$ cat src/bsmh_pkg.sv
`timescale 1ns / 1ps
// ----------------------------------------------------------------------------
// bsmh_pkg: shared types and constants for the byte stream mix hash
// Holds the lane start values, the mixing multipliers and the sequencer states.
// ----------------------------------------------------------------------------
package bsmh_pkg;

  // Lane start values, restored after reset and after every message.
  localparam logic [31:0] LANE_ONE_START = 32'hdeadbeef;
  localparam logic [31:0] LANE_TWO_START = 32'h41c6ce57;

  // Per-byte absorb multipliers.
  localparam logic [31:0] MUL_ONE = 32'h85ebca77;
  localparam logic [31:0] MUL_TWO = 32'hc2b2ae3d;

  // Finalization multipliers.
  localparam logic [31:0] FIN_MUL_ONE = 32'h735a2d97;
  localparam logic [31:0] FIN_MUL_TWO = 32'hcaf649a9;

  // Sequencer states.
  typedef enum logic [2:0] {
    ST_IDLE,
    ST_ABS2,
    ST_WB2,
    ST_FIN1,
    ST_FIN2,
    ST_FIN3
  } seq_state_t;

endpackage

$ cat src/bsmh_mul.sv
`timescale 1ns / 1ps
// ----------------------------------------------------------------------------
// bsmh_mul: shared 32x32 wrapping multiplier
// Forms the low 32 bits of the product and registers it when enabled.
// ----------------------------------------------------------------------------
module bsmh_mul (
  input  logic        clk,
  input  logic        mul_en,
  input  logic [31:0] op_a,
  input  logic [31:0] op_b,
  output logic [31:0] prod_r
);

  logic [31:0] prod_low;

  // Only the low word of the product is formed, which is the modulo 2^32 result.
  assign prod_low = op_a * op_b;

  // Product register; it holds its value while the sequencer waits.
  always_ff @(posedge clk) begin
    if (mul_en) begin
      prod_r <= prod_low;
    end
  end

endmodule

$ cat src/byte_stream_mix_hash32.sv
`timescale 1ns / 1ps
// ----------------------------------------------------------------------------
// byte_stream_mix_hash32: streaming 32-bit two-lane multiplicative hash
// Absorbs one message byte per request into two 32-bit lanes and, at the end
// of a message, cross-mixes the lanes and returns a 32-bit hash.
// ----------------------------------------------------------------------------
//
//   Channel   Direction  Handshake           Payload
//   in_       input      in_valid/in_ready   in_data_byte, in_byte_present,
//                                            in_last_byte
//   out_      output     out_valid/out_ready out_hash_value
//
// A request carrying a byte uses ST_IDLE and ST_ABS2: both lane multiplies go
// through the one shared 32x32 multiplier, one per cycle. A request with no
// byte and no end mark is taken in ST_IDLE alone. An end-of-message request
// with a byte runs the two absorb multiplies, the lane-two write-back, the
// two finalization multiplies and the output step; one without, the last three.
// The hash sits in an output register, so a new message may start while it
// waits; a second hash stalls in the last finalization step until it is taken.
// Reset (rst_n low, synchronous) loads the lane start values and empties the
// output register.
// ----------------------------------------------------------------------------
module byte_stream_mix_hash32 (
  input  logic        clk,
  input  logic        rst_n,
  input  logic        in_valid,
  output logic        in_ready,
  input  logic [7:0]  in_data_byte,
  input  logic        in_byte_present,
  input  logic        in_last_byte,
  output logic        out_valid,
  input  logic        out_ready,
  output logic [31:0] out_hash_value
);

  import bsmh_pkg::*;

  seq_state_t  state_r, state_nxt;
  logic [31:0] lane_one_r, lane_one_nxt;
  logic [31:0] lane_two_r, lane_two_nxt;
  logic        wb_pend_r, wb_pend_nxt;
  logic [7:0]  byte_r, byte_nxt;
  logic        last_r, last_nxt;
  logic        out_valid_r, out_valid_nxt;
  logic [31:0] out_hash_r, out_hash_nxt;

  logic        in_acc;
  logic        out_free;
  logic        mul_en;
  logic [31:0] mul_a;
  logic [31:0] mul_b;
  logic [31:0] mul_q;
  logic [31:0] a_fin;
  logic [31:0] b_fin;

  assign in_acc   = in_valid && in_ready;
  assign out_free = !out_valid_r || out_ready;

  // Intermediate finalization values built from the registered product.
  assign a_fin = lane_one_r ^ mul_q;
  assign b_fin = lane_two_r ^ mul_q;

  // Shared multiplier.
  bsmh_mul u_mul (
    .clk    (clk),
    .mul_en (mul_en),
    .op_a   (mul_a),
    .op_b   (mul_b),
    .prod_r (mul_q)
  );

  // Next-state logic of the sequencer.
  always_comb begin
    state_nxt = state_r;
    case (state_r)
      ST_IDLE: begin
        if (in_acc) begin
          if (in_byte_present) begin
            state_nxt = ST_ABS2;
          end else if (in_last_byte) begin
            state_nxt = ST_FIN1;
          end
        end
      end
      ST_ABS2: state_nxt = last_r ? ST_WB2 : ST_IDLE;
      ST_WB2:  state_nxt = ST_FIN1;
      ST_FIN1: state_nxt = ST_FIN2;
      ST_FIN2: state_nxt = ST_FIN3;
      ST_FIN3: begin
        if (out_free) begin
          state_nxt = ST_IDLE;
        end
      end
      default: state_nxt = ST_IDLE;
    endcase
  end

  // Multiplier operand selection; the lane-one multiply starts on acceptance.
  always_comb begin
    mul_en = 1'b0;
    mul_a  = 32'd0;
    mul_b  = 32'd0;
    case (state_r)
      ST_IDLE: begin
        mul_en = 1'b1;
        mul_a  = lane_one_r ^ {24'd0, in_data_byte};
        mul_b  = MUL_ONE;
      end
      ST_ABS2: begin
        mul_en = 1'b1;
        mul_a  = lane_two_r ^ {24'd0, byte_r};
        mul_b  = MUL_TWO;
      end
      ST_FIN1: begin
        mul_en = 1'b1;
        mul_a  = lane_one_r ^ (lane_two_r >> 15);
        mul_b  = FIN_MUL_ONE;
      end
      ST_FIN2: begin
        mul_en = 1'b1;
        mul_a  = lane_two_r ^ (a_fin >> 15);
        mul_b  = FIN_MUL_TWO;
      end
      default: begin
        mul_en = 1'b0;
      end
    endcase
  end

  // Datapath and output logic.
  always_comb begin
    in_ready      = (state_r == ST_IDLE);
    lane_one_nxt  = lane_one_r;
    lane_two_nxt  = lane_two_r;
    wb_pend_nxt   = wb_pend_r;
    byte_nxt      = byte_r;
    last_nxt      = last_r;
    out_hash_nxt  = out_hash_r;
    out_valid_nxt = out_valid_r && !out_ready;

    case (state_r)
      ST_IDLE: begin
        // Finish the lane-two update left over from the previous byte.
        if (wb_pend_r) begin
          lane_two_nxt = mul_q;
          wb_pend_nxt  = 1'b0;
        end
        if (in_acc) begin
          byte_nxt = in_data_byte;
          last_nxt = in_last_byte;
        end
      end
      ST_ABS2: begin
        lane_one_nxt = mul_q;
        wb_pend_nxt  = !last_r;
      end
      ST_WB2: begin
        lane_two_nxt = mul_q;
      end
      ST_FIN2: begin
        lane_one_nxt = a_fin;
      end
      ST_FIN3: begin
        if (out_free) begin
          out_hash_nxt  = lane_one_r ^ (b_fin >> 16);
          out_valid_nxt = 1'b1;
          lane_one_nxt  = LANE_ONE_START;
          lane_two_nxt  = LANE_TWO_START;
        end
      end
      default: begin
        wb_pend_nxt = wb_pend_r;
      end
    endcase
  end

  assign out_valid      = out_valid_r;
  assign out_hash_value = out_hash_r;

  // Control and lane state.
  always_ff @(posedge clk) begin
    if (!rst_n) begin
      state_r     <= ST_IDLE;
      lane_one_r  <= LANE_ONE_START;
      lane_two_r  <= LANE_TWO_START;
      wb_pend_r   <= 1'b0;
      out_valid_r <= 1'b0;
    end else begin
      state_r     <= state_nxt;
      lane_one_r  <= lane_one_nxt;
      lane_two_r  <= lane_two_nxt;
      wb_pend_r   <= wb_pend_nxt;
      out_valid_r <= out_valid_nxt;
    end
  end

  // Payload registers.
  always_ff @(posedge clk) begin
    byte_r     <= byte_nxt;
    last_r     <= last_nxt;
    out_hash_r <= out_hash_nxt;
  end

endmodule
$ cat config.mk
export PLATFORM = sky130hd
export DESIGN_NAME = byte_stream_mix_hash32
export DESIGN_NICKNAME = d
export VERILOG_FILES = /design/src/bsmh_pkg.sv /design/src/bsmh_mul.sv /design/src/byte_stream_mix_hash32.sv
export SDC_FILE = /design/constraint.sdc
export NUM_CORES = 1
export LEC_CHECK = 0
export BUFFER_PORTS_ARGS = -buffer_cell sky130_fd_sc_hd__clkbuf_2
export CAP_MARGIN = 20
export CORE_MARGIN = 5
export CORE_UTILIZATION = 55
export DETAILED_ROUTE_END_ITERATION = 12
export PLACE_DENSITY = 0.74
export SYNTH_ARGS = -nofsm -noshare
export SYNTH_HDL_FRONTEND = slang
export SYNTH_SLANG_ARGS = --single-unit
$ cat constraint.sdc
create_clock -name clk -period 21 [get_ports clk]
set_input_delay 1.05 -clock clk [delete_from_list [all_inputs] [get_ports clk]]
set_output_delay 1.05 -clock clk [all_outputs]
set_load 0.01 [all_outputs]
* Yosys cells after proc, flatten, opt, wreduce, memory -nomap -nowiden
Cells that the tools add are included.
Widths: inputs -> output; s select.
** Cells by class
- Mux-type cells :: 17
- Bitwise operators :: 7
- Add/sub/neg operators :: 0
- $mul :: 1
- $lt $le $gt $ge :: 0
- Eq/ne operators :: 9
- Shift-type cells :: 0
- Div/mod/pow operators :: 0
- Reduce and logical (&&, ||, !) cells :: 16
** Operator list (number)
- $pmux 32 s4 :: 2
- $pmux 32 s3 :: 2
- $mux 32 :: 3
- $xor 32x17->32 :: 2
- $xor 32x32->32 :: 2
- $xor 32x8->32 :: 2
- $mul 32x32->32 :: 1
- $xor 32x16->32 :: 1
- $pmux 3 s6 :: 1
- $mux 3 :: 4
- $eq 3x2->1 const B :: 2
- $eq 3x3->1 const B :: 2
- $reduce_and 2->1 :: 3
- $reduce_and 3->1 :: 2
- $reduce_bool 3->1 :: 2
- $ne 2x1->1 const B :: 2
- $reduce_or 4->1 :: 1
- $eq 3x1->1 const B :: 1
- $logic_not 1->1 :: 3
- $logic_not 3->1 :: 1
- $mux 1 :: 3
- $ne 3x1->1 const B :: 1
- $logic_and 1x1->1 :: 2
- $mux 2 :: 1
- other kinds (4) :: 4
** Storage, ports and cells
- Output and inout bits :: 34
- ROM bits :: 0
- Memories kept :: 0
- Bits in latches :: 0
- Word-level logic and storage cells :: 59
- Bits in registers :: 142
- Bits in writable memories :: 0

* Depth between registers and ports, before layout
- Depth after elaboration :: 4
- Mapped depth :: 36

* Cells and area by module
From an unflattened synthesis, not the netlist that was laid out.
** Second synthesis, totals
- Cells, all modules :: 2358
- Area total of the unflattened synthesis :: 22964.5 um2
** By module, submodules not included
- bsmh_mul :: seq. area each 960.9 um2, area an instance 16694.8 um2, cells an instance 1730, instances 1
- byte_stream_mix_hash32 :: seq. area each 2612.5 um2, area an instance 6269.8 um2, cells an instance 628, instances 1

* Worst setup path after synthesis
Ideal clock, no wire load.
- Path kind :: input to register
- From :: input port in_data_byte[4]
- To :: register u_mul.prod_r[31], data pin
- Library setup time :: 0.259 ns
- Cell stages on the path :: 30
- Required time :: 20.741 ns
- Arrival :: 7.769 ns
- Setup slack :: 12.971 ns
- Path through :: a221o_1 -> nand2_1 -> inv_1 -> nor3_1 -> nor2_1 -> ha_1 -> fa_1 -> fa_1 -> inv_1 -> fa_1 -> inv_1 -> fa_1 -> inv_1 -> fa_1 -> inv_1 -> fa_1 -> inv_1 -> fa_1 -> inv_1 -> ha_1 -> inv_1 -> o21ai_0 -> and2_1 -> a21oi_1 -> o31a_1 -> nand2b_1 -> a21oi_1 -> a221oi_1 -> o21ai_0 -> xnor2_1
** On the way
- Word-level cells in the longest chain between the ends :: 3
** RTL lines
- start: declaration :: line byte_stream_mix_hash32.sv:28 : input logic [7:0] in_data_byte,
- $xor 32x8->32 :: line byte_stream_mix_hash32.sv:106 : mul_a = lane_one_r ^ {24'd0, in_data_byte};
- $pmux 32 s4 :: line byte_stream_mix_hash32.sv:103 : case (state_r)
- $mul 32x32->32 :: line bsmh_mul.sv:17 : assign prod_low = op_a * op_b;
- net u_mul.prod_low[31] :: line bsmh_mul.sv:14 : logic [31:0] prod_low;
- end signal: assignment :: line bsmh_mul.sv:22 : prod_r <= prod_low;
- end: declaration :: line bsmh_mul.sv:11 : output logic [31:0] prod_r
The timed path passes the listed nets, and every way through them passes these cells.
A chain may end at the register's enable or synchronous reset.

* Worst setup path after layout
- From :: register state_r[2]
- To :: register u_mul.prod_r[31], data pin
** On the way
- Word-level cells in the longest chain between the ends :: 3
- Elaborated cells between the ends (all ways) :: 7
- Classes of those cells :: mul (1); eq/ne (3); mux (2); reduce/logical (1)
** RTL lines
- start: declaration :: line byte_stream_mix_hash32.sv:38 : seq_state_t state_r, state_nxt;
- start signal: assignment :: line byte_stream_mix_hash32.sv:189 : state_r <= state_nxt;
- $eq 3x3->1 (tied with other cells) :: line byte_stream_mix_hash32.sv:103
- $pmux 32 s4 :: line byte_stream_mix_hash32.sv:103
- $mul 32x32->32 * :: line bsmh_mul.sv:17
- net u_mul.prod_low[31] :: line bsmh_mul.sv:14
The timed path passes the listed nets; every way through them passes the cells marked *.

==> results.yml <==
status:
  outcome: "completed"
clock_tree:
  cts_hold_buf: 0
  cts_buffers: 17
  cts.path.max_buffers: 2
  root_buffer: "clkbuf_16"
  clk_latency_ns: 0.43
  cts_tree: "yes"
  cts_repair_resize_count: 0
  post-cts-setup-buffers: 0
  path_clk_slew_ns: 0.06
  cts.sinks: 142
  cts_max_level: 4
setup_path:
  cp-end-kind: "flop"
  crit_fanout: 48
  required_ns: 21.17
  worstPathArrival_ns: 10.74
  startpoint_type: "flop"
  critPathSlowestCell: "dfxtp_2"
  max_stage_delay_ns: 0.94
  crit_type: "flop to flop"
yosys:
  synth.distinct_cells: 72
  synth.most_common_cell: "inv_1"
  synth-simple-area-share_pct: 11.5
  post_synth.cell_area_avg_um2: 8.81
  synth-adder-area-share_pct: 43.1
  synth_edf_count: 73
  syn-num-nets: 3056
  syn_area_um2: 22100
  ys_ff_latch: 142
  synth_top_family_by_area: "adder cells"
  synth_seq_area_share_pct: 16.1
  async_flop_share_pct: 0
  post-synth-top-area-fraction_pct: 35.2
  synthTopCellsByArea: "fa_1, inv_1, edfxtp_1"
  synthCells: 2512
  synth_compound_area_share_pct: 9.59
  synth_xor_area_share_pct: 6.99
  synth.area.mux_share_pct: 0.0452
  synth_top_area_cell: "fa_1"
  synth_common_cells: "inv_1, fa_1, nand2_1, nor2_1, ha_1"
  yosysWarnings: 0
  synth_flop_cell: "edfxtp_1"
detailed_routing:
  dr.pass1.iters: 8
  top_layer: "met5"
  post-route-drc-count: 0
  dr_wl_met2_um: 36200
  met1_length_um: 29000
  drtIter0Drc: 1937
  wl_per_cell_um: 26.1
  drtAntennaViolNets: 0
  drt-total-wl_um: 78800
  route.vias.total: 17800
  viasPerCell: 5.89
  wl_met3_um: 8110
timing:
  max_slew.worst_pin.slew_ns: 1.19
  rsz0062_at_grt: "no"
  period_minus_slack_ns: 10.58
  hold_viol_final: 0
  setup_ws_ns: 10.42
  max_freq_mhz: 94.5
  slew_violations: 0
  finalSetupViolations: 0
  setup_tns_ns: 0
  maxSlewHeadroom_pct: 20.1
  period_share_pct: 50.4
  clock_skew_ns: 0.00839
floorplan:
  die-area_um2: 44400
  die_h_um: 211
  num_rows: 73
  dieWidth_um: 211
  coreArea_um2: 39800
  initial_utilization_pct: 55.6
  io_pins: 48
finish:
  fin_util_pct: 58.5
  nets: 3016
  multi_input_area_um2: 15800
  fillers: 3583
  area_growth_syn_to_layout_pct: 5.18
  drive_above_1_share_pct: 5.19
  regArea_um2: 3580
global_route:
  grt.total_usage_pct: 35.8
  grt_max_degree: 61
  gr-total-overflow: 0
  antenna_found_initial: 2
  first_global_vias: 18300
  grt_first_pass_wirelength_um: 116000
place:
  port_buffers: 47
  gp_congestion: 1.07
  pre_cts_slack_ns: 10.67
  hpwl_um: 65800
run:
  cap_viol_max_count: 0
hold_path:
  hold_class: "flop to flop"
-- layout make-up --
cell class / instances / area share [%]
clock buffer: 19 / 1.86
timing repair buffer: 72 / 1.82
inverter: 605 / 9.76
sequential: 142 / 15.4
antenna: 4 / 0.0430
multi-input combinational: 1634 / 67.8
tap: 525 / 2.82
clock inverter: 13 / 0.505
-- worst max-delay path: cells and delay by family (launching register included) --
family                   cells  cell delay [ns]
adder cells (fa/ha/maj)      9             4.40
XOR/XNOR                     1             0.18
AO/OA/AOI/OAI                9             2.07
flip-flops                   1             0.94
AND/OR/NAND/NOR              5             2.01
buffers and inverters        8             0.70
-- cell usage in the layout (no fill, tap or decap), types with 12 or more instances in the layout --
cell type | Yosys | final
dfxtp_1 | 69 | 66
a21oi_1 | 89 | 89
nor2b_1 | 17 | 17
fa_1 | 389 | 389
clkbuf_2 | 1 | 47
o211ai_1 | 21 | 21
inv_1 | 598 | 598
clkbuf_16 | 0 | 17
xnor2_1 | 129 | 129
o21ai_0 | 134 | 133
ha_1 | 141 | 141
nor3_1 | 26 | 26
xor2_1 | 40 | 40
o22ai_1 | 28 | 28
a21o_1 | 12 | 12
nand2_1 | 220 | 220
and2_1 | 30 | 30
edfxtp_1 | 73 | 73
nor2_1 | 191 | 190
nand3_1 | 45 | 45
buf_4 | 3 | 25
-- kinds of logic (layout without fill, tap and decap cells) --
| family | count (synthesis) | in the layout |
|---|---|---|
| AOI/OAI and AO/OA | 355 | 355 |
| xor gates and xnor gates | 172 | 172 |
| adders and majority gates | 530 | 530 |
| buffers and inverters | 736 | 709 |
| DFF | 142 | 142 |
| muxes | 1 | 1 |
| other | 0 | 4 |
| and+or+nand+nor | 576 | 576 |
-- metrics by stage --
| step | cells | hold WS, ns | instance area (µm²) |
|---|---|---|---|
| after floorplan | 2512 | 0.403 | 22100 |
| after global placement | 2978 | 0.496 | 22700 |
| after detailed placement | 2978 | 0.504 | 22700 |
| after CTS | 3010 | 0.511 | 23300 |
| after global routing | 3010 | 0.544 | 23300 |
| final | 3014 | 0.515 | 23300 |
-- sequential cells by signal, indices dropped and copies added (netlist names) --
signal,cells
byte_r,8
lane_one_r,32
lane_two_r,32
last_r,1
out_hash_value,32
out_valid,1
state_r,3
u_mul.prod_r,32
wb_pend_r,1
-- final timing paths --
path,cells after the start,to,start,slack [ns]
setup / recovery,32,u_mul.prod_r[31],state_r[2],10.42
hold / removal,2,wb_pend_r,wb_pend_r,0.52
setup reg to reg,32,u_mul.prod_r[31],state_r[2],10.42
hold reg to reg,2,wb_pend_r,wb_pend_r,0.52
-- per-layer routing --
metal | vias up | track usage, %
li1 | 7589 | -
met1 | 8742 | 45.8
met2 | 1143 | 57.2
met3 | 287 | 7.90
met4 | 2 | 19.7
met5 | - | 0
Power is not shown: default switching activity piles up to over one toggle a cycle in this logic, so the estimate is an artifact.
